**src/pgoc_pkg.sv**
```systemverilog
// Shared types, constants and helper functions for the per-channel gain and
// offset calibration block. No dependencies; every other file imports it.
`default_nettype none

package pgoc_pkg;

   // Channel table size and the width of an index into it.
   localparam int CHANNELS = 8;
   localparam int CH_W     = (CHANNELS > 1) ? $clog2(CHANNELS) : 1;

   // Q16.16 constants.
   localparam logic signed [31:0] Q_ONE = 32'sd65536;

   // Two-point divider: |(ahi - alo) * 65536| fits 49 bits, |mhi - mlo| fits 33 bits.
   localparam int NUM_W     = 49;
   localparam int DEN_W     = 33;
   localparam int DIV_STEPS = NUM_W;
   localparam int CNT_W     = $clog2(DIV_STEPS + 1);

   // Largest accepted gain magnitude, 1000.0 in Q16.16.
   localparam logic [NUM_W-1:0] GAIN_LIMIT = NUM_W'(65536000);

   // Packed stream widths.
   localparam int REQ_W = 176;
   localparam int RSP_W = 40;

   typedef enum logic [1:0] {
      OP_APPLY     = 2'd0,
      OP_SET_ZERO  = 2'd1,
      OP_TWO_POINT = 2'd2,
      OP_RESET_ALL = 2'd3
   } opcode_type;

   typedef enum logic [2:0] {
      ST_IDLE,
      ST_DECODE,
      ST_DIVIDE,
      ST_MULTIPLY,
      ST_FINISH
   } state_type;

   // Controller to datapath commands.
   typedef struct packed {
      logic load;
      logic div_start;
      logic mul;
      logic commit;
   } cmd_type;

   // Datapath to controller status.
   typedef struct packed {
      opcode_type opcode;
      logic       in_range;
      logic       delta_zero;
      logic       div_done;
      logic       gain_ok;
      logic       out_busy;
   } status_type;

   // Q32.32 to Q16.16, round to nearest with ties up.
   function automatic logic signed [47:0] q_round(input logic signed [63:0] p);
      logic signed [63:0] t;
      begin
         t = p + 64'sd32768;
         q_round = t[63:16];
      end
   endfunction

   // Saturate a 49-bit signed value to the signed 32-bit range.
   function automatic logic signed [31:0] sat32(input logic signed [48:0] x);
      begin
         if (x > 49'sh0_7FFF_FFFF) begin
            sat32 = 32'sh7FFF_FFFF;
         end else if (x < -49'sh0_8000_0000) begin
            sat32 = 32'sh8000_0000;
         end else begin
            sat32 = x[31:0];
         end
      end
   endfunction

endpackage

`default_nettype wire

```
**src/pgoc_div.sv**
```systemverilog
// Restoring unsigned divider, one quotient bit per cycle, for the two-point gain.
// Depends on pgoc_pkg.
`default_nettype none

module pgoc_div (
   input  wire                         clock,
   input  wire                         reset,
   input  wire                         start,
   input  wire  [pgoc_pkg::NUM_W-1:0]  num_mag,
   input  wire  [pgoc_pkg::DEN_W-1:0]  den_mag,
   output logic                        done,
   output logic [pgoc_pkg::NUM_W-1:0]  quot
);
   import pgoc_pkg::*;

   logic               busy_ff, busy_in;
   logic               done_ff, done_in;
   logic [CNT_W-1:0]   cnt_ff, cnt_in;
   logic [DEN_W-1:0]   rem_ff, rem_in;
   logic [DEN_W-1:0]   den_ff, den_in;
   logic [NUM_W-1:0]   num_ff, num_in;
   logic [NUM_W-1:0]   quot_ff, quot_in;
   logic [DEN_W:0]     rem_sh;
   logic               ge;

   // One shift-and-subtract step.
   always_comb begin
      rem_sh  = {rem_ff, num_ff[NUM_W-1]};
      ge      = rem_sh >= {1'b0, den_ff};
      busy_in = busy_ff;
      done_in = 1'b0;
      cnt_in  = cnt_ff;
      rem_in  = rem_ff;
      den_in  = den_ff;
      num_in  = num_ff;
      quot_in = quot_ff;
      if (start) begin
         busy_in = 1'b1;
         cnt_in  = CNT_W'(DIV_STEPS);
         rem_in  = '0;
         den_in  = den_mag;
         num_in  = num_mag;
         quot_in = '0;
      end else if (busy_ff) begin
         rem_in  = ge ? DEN_W'(rem_sh - {1'b0, den_ff}) : DEN_W'(rem_sh);
         num_in  = {num_ff[NUM_W-2:0], 1'b0};
         quot_in = {quot_ff[NUM_W-2:0], ge};
         cnt_in  = cnt_ff - CNT_W'(1);
         if (cnt_ff == CNT_W'(1)) begin
            busy_in = 1'b0;
            done_in = 1'b1;
         end
      end
   end

   // Control registers.
   always_ff @(posedge clock) begin
      if (reset) begin
         busy_ff <= 1'b0;
         done_ff <= 1'b0;
         cnt_ff  <= '0;
      end else begin
         busy_ff <= busy_in;
         done_ff <= done_in;
         cnt_ff  <= cnt_in;
      end
   end

   // Working registers.
   always_ff @(posedge clock) begin
      rem_ff  <= rem_in;
      den_ff  <= den_in;
      num_ff  <= num_in;
      quot_ff <= quot_in;
   end

   assign done = done_ff;
   assign quot = quot_ff;

   // The done pulse comes only after the last step has finished.
   a_done_idle: assert property (@(posedge clock) disable iff (reset)
      done_ff |-> !busy_ff)
      else $error("divider done while still busy");

endmodule

`default_nettype wire

```
**src/pgoc_datapath.sv**
```systemverilog
// Datapath: request registers, channel tables, multiplier, divider and result register.
// Depends on pgoc_pkg and pgoc_div.
`default_nettype none

module pgoc_datapath (
   input  wire                              clock,
   input  wire                              reset,
   input  wire  [pgoc_pkg::REQ_W-1:0]       req_tdata,
   input  pgoc_pkg::cmd_type                cmd,
   output pgoc_pkg::status_type             status,
   output logic                             rsp_tvalid,
   input  wire                              rsp_tready,
   output logic [pgoc_pkg::RSP_W-1:0]       rsp_tdata
);
   import pgoc_pkg::*;

   // Request fields.
   opcode_type         op_ff;
   logic [7:0]         ch_ff;
   logic signed [31:0] meas_ff, alo_ff, mlo_ff;
   logic signed [32:0] adiff_ff, mdelta_ff;
   logic               tp_ok_ff;

   // Channel tables.
   logic signed [31:0] gain_ff   [CHANNELS];
   logic signed [31:0] offset_ff [CHANNELS];

   logic signed [63:0] prod_ff;
   logic               rsp_valid_ff;
   logic signed [31:0] value_ff;
   logic               ok_ff;

   logic [CH_W-1:0]    idx;
   logic               in_range;
   logic signed [31:0] gain_rd, offset_rd;
   logic signed [48:0] num_s;
   logic [NUM_W-1:0]   num_mag;
   logic [DEN_W-1:0]   den_mag;
   logic               div_done;
   logic [NUM_W-1:0]   quot;
   logic               quot_neg_ff;
   logic signed [31:0] gain_q;
   logic               gain_ok;
   logic signed [31:0] mul_a, mul_b;
   logic signed [47:0] r_prod, r_neg;
   logic signed [31:0] apply_val, zero_off, tp_off;
   logic signed [31:0] value_in;
   logic               ok_in;

   assign idx       = ch_ff[CH_W-1:0];
   assign in_range  = ch_ff < 8'(CHANNELS);
   assign gain_rd   = gain_ff[idx];
   assign offset_rd = offset_ff[idx];

   // Capture the request; the point differences are formed here, exactly.
   always_ff @(posedge clock) begin
      if (cmd.load) begin
         op_ff     <= opcode_type'(req_tdata[1:0]);
         ch_ff     <= req_tdata[9:2];
         meas_ff   <= req_tdata[41:10];
         alo_ff    <= req_tdata[73:42];
         mlo_ff    <= req_tdata[105:74];
         adiff_ff  <= {req_tdata[137], req_tdata[137:106]} - {req_tdata[73], req_tdata[73:42]};
         mdelta_ff <= {req_tdata[169], req_tdata[169:138]}
                      - {req_tdata[105], req_tdata[105:74]};
      end
   end

   // Divider operands as magnitudes; the quotient sign is kept aside.
   always_comb begin
      num_s   = {adiff_ff, 16'd0};
      num_mag = num_s[48] ? NUM_W'(-num_s) : NUM_W'(num_s);
      den_mag = mdelta_ff[32] ? DEN_W'(-mdelta_ff) : DEN_W'(mdelta_ff);
   end

   always_ff @(posedge clock) begin
      if (cmd.div_start) begin
         quot_neg_ff <= adiff_ff[32] ^ mdelta_ff[32];
      end
   end

   pgoc_div u_div (
      .clock   (clock),
      .reset   (reset),
      .start   (cmd.div_start),
      .num_mag (num_mag),
      .den_mag (den_mag),
      .done    (div_done),
      .quot    (quot)
   );

   // Signed gain and its range check.
   assign gain_q  = quot_neg_ff ? -$signed(quot[31:0]) : $signed(quot[31:0]);
   assign gain_ok = (quot != '0) && (quot <= GAIN_LIMIT);

   always_ff @(posedge clock) begin
      if (reset) begin
         tp_ok_ff <= 1'b0;
      end else if (cmd.load) begin
         tp_ok_ff <= 1'b0;
      end else if (div_done && gain_ok) begin
         tp_ok_ff <= 1'b1;
      end
   end

   // Single 32x32 multiplier shared by apply, set zero and two-point.
   always_comb begin
      if (op_ff == OP_TWO_POINT) begin
         mul_a = gain_q;
         mul_b = mlo_ff;
      end else begin
         mul_a = meas_ff;
         mul_b = gain_rd;
      end
   end

   always_ff @(posedge clock) begin
      if (cmd.mul) begin
         prod_ff <= mul_a * mul_b;
      end
   end

   // Rounding, offset add and saturation for each opcode.
   always_comb begin
      r_prod    = q_round(prod_ff);
      r_neg     = q_round(-prod_ff);
      apply_val = sat32(49'(r_prod) + 49'(offset_rd));
      zero_off  = sat32(49'(r_neg));
      tp_off    = sat32(49'(alo_ff) - 49'(r_prod));
      value_in  = '0;
      ok_in     = 1'b0;
      case (op_ff)
         OP_APPLY: begin
            value_in = in_range ? apply_val : meas_ff;
            ok_in    = in_range;
         end
         OP_SET_ZERO: begin
            ok_in = in_range;
         end
         OP_TWO_POINT: begin
            ok_in = tp_ok_ff;
         end
         OP_RESET_ALL: begin
            ok_in = 1'b1;
         end
         default: begin
            ok_in = 1'b0;
         end
      endcase
   end

   // Table updates on commit.
   always_ff @(posedge clock) begin
      if (reset) begin
         for (int i = 0; i < CHANNELS; i++) begin
            gain_ff[i]   <= Q_ONE;
            offset_ff[i] <= '0;
         end
      end else if (cmd.commit) begin
         case (op_ff)
            OP_SET_ZERO: begin
               if (in_range) begin
                  offset_ff[idx] <= zero_off;
               end
            end
            OP_TWO_POINT: begin
               if (tp_ok_ff) begin
                  gain_ff[idx]   <= gain_q;
                  offset_ff[idx] <= tp_off;
               end
            end
            OP_RESET_ALL: begin
               for (int i = 0; i < CHANNELS; i++) begin
                  gain_ff[i]   <= Q_ONE;
                  offset_ff[i] <= '0;
               end
            end
            default: begin
            end
         endcase
      end
   end

   // Result register.
   always_ff @(posedge clock) begin
      if (reset) begin
         rsp_valid_ff <= 1'b0;
      end else if (cmd.commit) begin
         rsp_valid_ff <= 1'b1;
      end else if (rsp_tready) begin
         rsp_valid_ff <= 1'b0;
      end
   end

   always_ff @(posedge clock) begin
      if (cmd.commit) begin
         value_ff <= value_in;
         ok_ff    <= ok_in;
      end
   end

   assign rsp_tvalid = rsp_valid_ff;
   assign rsp_tdata  = {7'd0, ok_ff, value_ff};

   assign status.opcode     = op_ff;
   assign status.in_range   = in_range;
   assign status.delta_zero = mdelta_ff == '0;
   assign status.div_done   = div_done;
   assign status.gain_ok    = gain_ok;
   assign status.out_busy   = rsp_valid_ff && !rsp_tready;

   // Every committed request shows up as a response in the next cycle.
   a_commit_rsp: assert property (@(posedge clock) disable iff (reset)
      cmd.commit |=> rsp_valid_ff)
      else $error("commit without response");

endmodule

`default_nettype wire

```
**src/pgoc_ctrl.sv**
```systemverilog
// Controller state machine: sequences decode, divide, multiply and commit.
// Depends on pgoc_pkg.
`default_nettype none

module pgoc_ctrl (
   input  wire                   clock,
   input  wire                   reset,
   input  wire                   req_tvalid,
   output logic                  req_tready,
   input  pgoc_pkg::status_type  status,
   output pgoc_pkg::cmd_type     cmd
);
   import pgoc_pkg::*;

   state_type state_ff, state_in;

   always_ff @(posedge clock) begin
      if (reset) begin
         state_ff <= ST_IDLE;
      end else begin
         state_ff <= state_in;
      end
   end

   // Next state and commands.
   always_comb begin
      state_in   = state_ff;
      cmd        = '0;
      req_tready = 1'b0;
      case (state_ff)
         ST_IDLE: begin
            req_tready = 1'b1;
            if (req_tvalid) begin
               cmd.load = 1'b1;
               state_in = ST_DECODE;
            end
         end
         ST_DECODE: begin
            case (status.opcode)
               OP_APPLY, OP_SET_ZERO: begin
                  state_in = ST_MULTIPLY;
               end
               OP_TWO_POINT: begin
                  if (status.in_range && !status.delta_zero) begin
                     cmd.div_start = 1'b1;
                     state_in      = ST_DIVIDE;
                  end else begin
                     state_in = ST_FINISH;
                  end
               end
               default: begin
                  state_in = ST_FINISH;
               end
            endcase
         end
         ST_DIVIDE: begin
            if (status.div_done) begin
               state_in = status.gain_ok ? ST_MULTIPLY : ST_FINISH;
            end
         end
         ST_MULTIPLY: begin
            cmd.mul  = 1'b1;
            state_in = ST_FINISH;
         end
         ST_FINISH: begin
            if (!status.out_busy) begin
               cmd.commit = 1'b1;
               state_in   = ST_IDLE;
            end
         end
         default: begin
            state_in = ST_IDLE;
         end
      endcase
   end

   // An accepted request always goes to decode next.
   a_load_decode: assert property (@(posedge clock) disable iff (reset)
      cmd.load |=> state_ff == ST_DECODE)
      else $error("load not followed by decode");

   // Commit never happens while the response register is still held.
   a_commit_free: assert property (@(posedge clock) disable iff (reset)
      cmd.commit |-> !status.out_busy)
      else $error("commit over a pending response");

endmodule

`default_nettype wire

```
**src/per_channel_gain_offset_calibration.sv**
```systemverilog
// Top level of the per-channel gain and offset calibration block.
// Depends on pgoc_pkg, pgoc_ctrl and pgoc_datapath.
//
//  Channel  Direction  Payload (low bit first)
//  req_     in         opcode, channel, measured, actual_low, measured_low,
//                      actual_high, measured_high
//  rsp_     out        result_value, accepted
//
// Apply and set zero pass through capture, decode, multiply and commit; reset
// all through capture, decode and commit. A two-point request that reaches the
// 49-step one-bit-per-cycle divider then multiplies and commits, or skips the
// multiply when the gain is refused; one ruled out by channel or zero delta
// goes from decode straight to commit. Reset is synchronous and restores every
// channel to gain 1.0 and offset 0 at once. A held response stalls only the
// commit step; the next request is taken as soon as the previous one commits.
`default_nettype none

module per_channel_gain_offset_calibration (
   input  wire                         clock,
   input  wire                         reset,
   input  wire                         req_tvalid,
   output logic                        req_tready,
   // opcode[1:0], channel[9:2], measured[41:10], actual_low[73:42],
   // measured_low[105:74], actual_high[137:106], measured_high[169:138]
   input  wire  [pgoc_pkg::REQ_W-1:0]  req_tdata,
   output logic                        rsp_tvalid,
   input  wire                         rsp_tready,
   // result_value[31:0], accepted[32]
   output logic [pgoc_pkg::RSP_W-1:0]  rsp_tdata
);
   import pgoc_pkg::*;

   cmd_type    cmd;
   status_type status;

   pgoc_ctrl u_ctrl (
      .clock      (clock),
      .reset      (reset),
      .req_tvalid (req_tvalid),
      .req_tready (req_tready),
      .status     (status),
      .cmd        (cmd)
   );

   pgoc_datapath u_datapath (
      .clock      (clock),
      .reset      (reset),
      .req_tdata  (req_tdata),
      .cmd        (cmd),
      .status     (status),
      .rsp_tvalid (rsp_tvalid),
      .rsp_tready (rsp_tready),
      .rsp_tdata  (rsp_tdata)
   );

endmodule

`default_nettype wire

```
**config.mk**
```make
export PLATFORM = sky130hd
export DESIGN_NAME = per_channel_gain_offset_calibration
export DESIGN_NICKNAME = d
export VERILOG_FILES = /design/src/pgoc_pkg.sv /design/src/pgoc_div.sv /design/src/pgoc_datapath.sv /design/src/pgoc_ctrl.sv /design/src/per_channel_gain_offset_calibration.sv
export SDC_FILE = /design/constraint.sdc
export NUM_CORES = 2
export LEC_CHECK = 0
export BUFFER_PORTS_ARGS = -buffer_cell sky130_fd_sc_hd__buf_2
export CORE_ASPECT_RATIO = 1.1
export CORE_MARGIN = 8
export CORE_UTILIZATION = 30
export CTS_BUF_LIST = sky130_fd_sc_hd__clkbuf_2 sky130_fd_sc_hd__clkbuf_4 sky130_fd_sc_hd__clkbuf_8
export CTS_CLUSTER_SIZE = 16
export DETAILED_ROUTE_END_ITERATION = 7
export HOLD_SLACK_MARGIN = 0.03
export PLACE_DENSITY = 0.45
export REMOVE_ABC_BUFFERS = 1
export SLEW_MARGIN = 20
export SYNTH_ARGS = -nofsm -noshare
export SYNTH_HDL_FRONTEND = slang
export SYNTH_SLANG_ARGS = --single-unit
```
**constraint.sdc**
```tcl
create_clock -name clock -period 16.5 [get_ports clock]
set_input_delay 0 -clock clock [delete_from_list [all_inputs] [get_ports clock]]
set_output_delay 0 -clock clock [all_outputs]
set_load 0.03 [all_outputs]
```
After elaboration in Yosys (flattened, before gate mapping):

Memories as Yosys holds them, arrays and structs flattened. A register that Yosys moved wholly into a read port is not among the register bits.
Cells that the tools add are included.

* logic and storage cells: 177
* bits in registers: 447
* output and inout port bits: 42
* memories kept: 2
* memory bits (writable): 512
* input bits: 180

* $lt $le $gt $ge: 9
* bitwise gates (word level): 19
* reduce and logical (&&, ||, !) cells: 19
* equality and inequality tests: 11
* multipliers: 1
* multiplexer cells: 81
* $add $sub $neg: 12

Memory list
* u_datapath.gain_ff: words 8, bits a word 32, read ports 1, clocked after Yosys merged registers in 1, write ports 8, RTL line pgoc_datapath.sv:25 `logic signed [31:0] gain_ff [CHANNELS];`
* u_datapath.offset_ff: words 8, bits a word 32, read ports 1, clocked after Yosys merged registers in 1, write ports 8, RTL line pgoc_datapath.sv:26 `logic signed [31:0] offset_ff [CHANNELS];`

Operators by type and width (number)
* 32-bit two-way mux: 30
* 49-bit two-way mux: 3
* 64-bit by 17-bit adder with 64-bit output, second input constant: 2
* 49-bit by 32-bit > comparator with 1-bit output, second input constant: 2
* 49-bit by 32-bit < comparator with 1-bit output, second input constant: 2
* 32-bit by 32-bit subtractor with 33-bit output: 2
* 32-bit by 32-bit multiplier with 64-bit output: 1
* 64-bit negator: 1
* 32-bit OR reduction: 2
* 48-bit by 32-bit adder with 49-bit output: 1
* 49-bit by 26-bit <= comparator with 1-bit output, second input constant: 1
* 49-bit negator: 1
* 49-bit nonzero test: 1
* 32-bit by 48-bit subtractor with 49-bit output: 1
* 48-bit by 32-bit > comparator with 1-bit output, second input constant: 1
* 48-bit by 32-bit < comparator with 1-bit output, second input constant: 1
* 34-bit by 33-bit >= comparator with 1-bit output: 1
* 33-bit logical NOT: 1
* 1-bit two-way mux: 33
* 33-bit two-way mux: 1
* 33-bit negator: 1
* 33-bit subtractor: 1
* 32-bit negator: 1
* 3-bit two-way mux: 9
* 25 further kinds: 52

Longest topological paths before layout:

* depth after elaboration: 10
* mapped depth: 41
* mapped depth without buffers: 39

Hierarchy:

A second synthesis with hierarchy kept.

* cells, all modules: 8992
* area total of the unflattened synthesis: 90788.3 um^2

By module, submodules not included
* pgoc_datapath: area each 82156.3 um^2, cells an instance 8164, seq. area each 23582.6 um^2, instances 1
* pgoc_div: area each 8389.3 um^2, cells an instance 795, seq. area each 4264.1 um^2, instances 1
* pgoc_ctrl: area each 242.7 um^2, cells an instance 33, seq. area each 60.1 um^2, instances 1

Least setup slack after synthesis:

No wires, ideal clock.

* path type: reg2reg
* start point: register u_datapath.u_div.quot_ff[6] (netlist: u_datapath.u_div.quot[6])
* end point: register u_datapath.prod_ff[62], data pin
* period minus slack after synthesis: 11299 ps
* setup time: 262 ps
* data required time: 16238 ps
* stages on the path, launching flop included: 41
* arrival time: 11037 ps
* path buffers: 1
* setup slack: 5201 ps
* path through: dfxtp_1 or4_1 or3_1 or3_1 nand2b_1 or3_1 or4_4 o21ai_2 xor2_2 o21ai_2 buf_2 nand2_1 inv_1 fa_1 inv_1 fa_1 inv_1 fa_1 [5 not listed] fa_1 inv_1 fa_1 inv_1 ha_1 and4_1 nand4_1 or4_1 a21oi_1 nor3_1 a2111oi_0 o211ai_1 a21oi_1 a41oi_1 a21oi_1 a221o_1 a21o_1 a21oi_1

* longest elaborated chain between the ends: 4

RTL lines
* start: declaration: RTL line pgoc_div.sv:22 `logic [NUM_W-1:0] quot_ff, quot_in;`
* start signal: assignment: RTL line pgoc_div.sv:74 `quot_ff <= quot_in;`
* 32-bit negator: RTL line pgoc_datapath.sv:93 `assign gain_q = quot_neg_ff ? -$signed(quot[31:0]) : $signed(quot[31:0]);`
* 32-bit two-way mux *: RTL line pgoc_datapath.sv:93
* 32-bit two-way mux *: RTL line pgoc_datapath.sv:108 `if (op_ff == OP_TWO_POINT) begin`
* 32-bit by 32-bit multiplier with 64-bit output *: RTL line pgoc_datapath.sv:119 `prod_ff <= mul_a * mul_b;`
* end signal: assignment: RTL line pgoc_datapath.sv:119
* end: declaration: RTL line pgoc_datapath.sv:28 `logic signed [63:0] prod_ff;`

Every way passes the cells marked *; elsewhere a longest branch is shown, timed or not.
A chain may end at the register's enable or synchronous reset.

Worst setup path in the final report:

* start point: register u_datapath.u_div.quot_ff[0] (netlist: u_datapath.u_div.quot[0])
* end point: register u_datapath.prod_ff[62], data pin

The elaborated chain is that of the path after synthesis.

==> results.md <==
Global routing:
- The number of antenna violations at the first check in global routing is 16.
- The via count of the first global-routing pass was 70330.
- Entering global routing, the biggest net connects between 80 and 90 pins.
- The first global-routing pass estimated between 400000 and 500000 um of wire.
- The global router's overall resource usage is 0.1959.
- The leftover overflow at the end of global routing is 0.

Cells and area:
- The filler cells instantiated in the layout total between 30000 and 40000.
- In the final layout, the share of cells above drive strength 1 is 0.1042.
- The leading cell type in the layout, fill and taps excluded is sky130_fd_sc_hd__inv_1.
- The area growth from synthesis to layout is 13.87%.
- The library cells used most frequently in the layout, excluding fill and tap cells, are 1363 x sky130_fd_sc_hd__inv_1, 1087 x sky130_fd_sc_hd__nor2_1, 1087 x sky130_fd_sc_hd__fa_1.
- The number of nets in the final layout is 10980.

Die:
- After floorplanning, the core was divided into 210 placement rows.
- The die boundary width is between 500 and 600 um.
- The core region is slightly below 0.3 mm^2.
- For this configuration, the core starts out at a cell density of 0.3008.
- approximately 220 I/O pins were placed.
- The die extent in y is 588.0 um.
- The die covers about 0.32 mm^2.

Clocking:
- CTS built an H-tree with a depth of 4.
- After clock tree synthesis, the setup repair step added 0 buffers.
- The root buffer cell is sky130_fd_sc_hd__clkbuf_8.
- The number of clock buffers added by TritonCTS is around 170.
- The number of clock sinks is ~950.
- The worst-skew pair later-pin latency is between 0.9 and 1 ns.
- The number of buffers on the longest clock path is 4.
- The clock tree from TritonCTS is built.
- Clock-pin slew was measured on the worst setup and hold paths at ~0.07 ns.

Synth:
- The proportion of synthesized chip area in sequential cells is 0.3074.
- The most instantiated flip-flop cell in the synthesis netlist is sky130_fd_sc_hd__edfxtp_1.
- The average instance area after synthesis is between 10 and 15 um^2.
- The number of flops mapped to enable cells by yosys is 848.
- The top-area cell type share of the netlist area is 0.2854.
- The synthesized instance count is 8909.
- The flip-flop and latch count after synthesis is ~950.
- The synthesized netlist occupies a cell area of about 0.089 mm^2.
- Yosys attributes the largest share of cell area to sky130_fd_sc_hd__edfxtp_1 29%, sky130_fd_sc_hd__fa_1 24%, sky130_fd_sc_hd__inv_1 5.7%.
- The number of unique standard cell types used by synthesis is 102.
- The Yosys step of the flow raised 0 warnings.
- The post-synthesis cell type with the largest combined area is sky130_fd_sc_hd__edfxtp_1.
- The share of synthesized registers carrying an async set or reset is 0.

Detailed routing:
- The average via count per standard cell is slightly above 5.
- In this run the remaining antenna-violating nets after routing total 0.
- Dividing the detail-routed wire length by the instance count gives between 20 and 25 um.
- The routed wire length is around 320000 um.
- The first routing iteration left around 5300 violations.
- The detailed router placed between 60000 and 70000 vias in this run.
- The number of iterations in the first detailed-routing pass is 6.
- The count of unresolved DRC violations after routing is 0.

Critical path:
- The required time of the worst setup path is 17.11 ns.
- The kind of launch point of the worst setup path is a register.
- Among all stages on the critical path, the largest delay is contributed by sky130_fd_sc_hd__o21ai_2.
- STA classifies the critical path endpoint as a register.
- The worst setup path startpoint is u_datapath.u_div.quot[0].
- In this design, the stage delay of the slowest critical-path cell is around 0.8 ns.
- By instance count, the cell type seen most on the critical path is sky130_fd_sc_hd__fa_1.
- The critical setup path kind is reg -> reg.
- The data arrival time of the critical path is about 14 ns.
- Setup slack on the worst reg-to-reg path comes out at around 3.3 ns.
- The largest fanout on the critical path is 11.
- The worst register-to-register path begins at u_datapath.u_div.quot[0].

Timing:
- The post-route setup TNS is 0 ns.
- Setup violations remaining at the end of the flow were counted as 0.
- The post-route minimum period is 13.20 ns.
- The headroom to the max-slew limit is 0.1708.
- Setup repair after global routing left no endpoint under its margin.
- On the final layout, the worst clock skew is roughly 0.073 ns.
- The share of the clock period used by the worst path after layout is 0.8002.
- The final-report max-slew violation count is 0.
- The transition time of the tightest slew-check pin is between 1 and 1.5 ns.
- The number of hold-slack violations in the final timing report is 0.
- The peak clock frequency supported by timing is approximately 76 MHz.

Place:
- The wire-length estimate of the detail-placed layout is 236100 um.
- The placer's final routability congestion estimate is a little under 0.9.
- The port buffer count is about 210.

Run:
- The number of maximum-capacitance violations is 0.

Status:
- The run finished with clean final reports.

Worst hold path:
- The worst min-delay path startpoint is reset.
- In this run the worst hold path is classified as in -> reg.
worst max-delay path: cells and delay by family (launching register included):
kind,cells,cell delay (ns)
AOI/OAI and AO/OA,11,3.42
buffers and inverters,8,1.02
adders and majority gates,10,4.78
xor gates and xnor gates,1,0.11
DFF,1,0.40
and+or+nand+nor,10,3.24
layer usage:
metal,share of wire,global-route usage,vias to the layer above
li1,-,-,30180
met1,0.43,0.2606,35060
met2,0.47,0.3266,2229
met3,0.060,0.02719,484
met4,0.040,0.06927,6
met5,0.00013,0,-
path summary, 6_finish.rpt:
kind                                 end  cells after the start
max               u_datapath.prod_ff[62]                     40
min                   u_ctrl.state_ff[2]                      3
max reg2reg       u_datapath.prod_ff[62]                     40
min reg2reg  u_datapath.u_div.rem_ff[12]                      2
per-stage QoR:
stage / util / setup slack (ns) / hold WS [ns] / area, um^2 / std cells
global route: 0.3425 / 2.701 / 0.09680 / 101600 / 13370
finish: 0.3425 / 3.296 / 0.1064 / 101600 / 13370
CTS: 0.3423 / 3.354 / 0.03224 / 101500 / 13370
detailed placement: 0.3206 / 3.401 / 0.1781 / 95120 / 12760
global placement: 0.3205 / 3.297 / 0.1794 / 95060 / 12760
floorplan: - / 1.025 / 0.06907 / 87430 / 8458
synth_stat cells (all sizes together), types with 18 or more instances:
cell type,number
nand2,816
xor2,167
o21bai,36
o211ai,21
or2,33
nor4,31
o41ai,18
o22ai,166
a211oi,47
edfxtp,848
nor2b,45
nand3,86
inv,1364
o31ai,39
mux2i,107
nor2,1087
nand4,41
or4,21
fa,1087
o21a,64
mux2,38
nand2b,142
and3,52
o21ai,305
dfxtp,98
a21o,134
a31oi,32
mux4,128
and2,58
xnor2,240
nor3,96
clkbuf,362
ha,386
or3,39
a21oi,431
buf,95
sequential cells by signal (all words and copies together), names as in the netlist, 33 cells and up, named ones only:
| register | count |
|---|---|
| u_datapath.u_div.num_ff | 33 |
| u_datapath.prod_ff | 64 |
| u_datapath.adiff_ff | 33 |
| u_datapath.u_div.rem_ff | 33 |
| u_datapath.gain_ff | 256 |
| u_datapath.mdelta_ff | 33 |
| u_datapath.offset_ff | 256 |
| u_datapath.u_div.den_ff | 33 |
| u_datapath.u_div.quot | 49 |
what timing repair did:
| action | CTS | global route |
|---|---|---|
| hold endpoints to repair | 235 | 0 |
| hold buffers | 326 | 0 |
| resized for setup | 0 | 0 |
layout make-up:
class / count / area, um^2 / share of cell area
Clock inverter: 56 / 380.4 / 0.003743
Inverter: 1365 / 5126 / 0.05045
Timing Repair Buffer: 702 / 5578 / 0.05490
Antenna cell: 6 / 15.01 / 0.0001478
Clock buffer: 229 / 2783 / 0.02739
Tap cell: 3922 / 4907 / 0.04830
Multi-Input combinational cell: 6147 / 55380 / 0.5450
Sequential cell: 946 / 27440 / 0.2701
cells by family after synthesis:
kind of cell             share of synthesized area
buffers and inverters                      0.07786
AND/OR/NAND/NOR                             0.1280
XOR/XNOR                                   0.04020
adder cells (fa/ha/maj)                     0.2980
flip-flops                                  0.3074
multiplexers                               0.04910
other                                   0.00004202
AO/OA/AOI/OAI                              0.09941
Power is not shown: default switching activity piles up to over one toggle a cycle in this logic, so the estimate is an artifact.
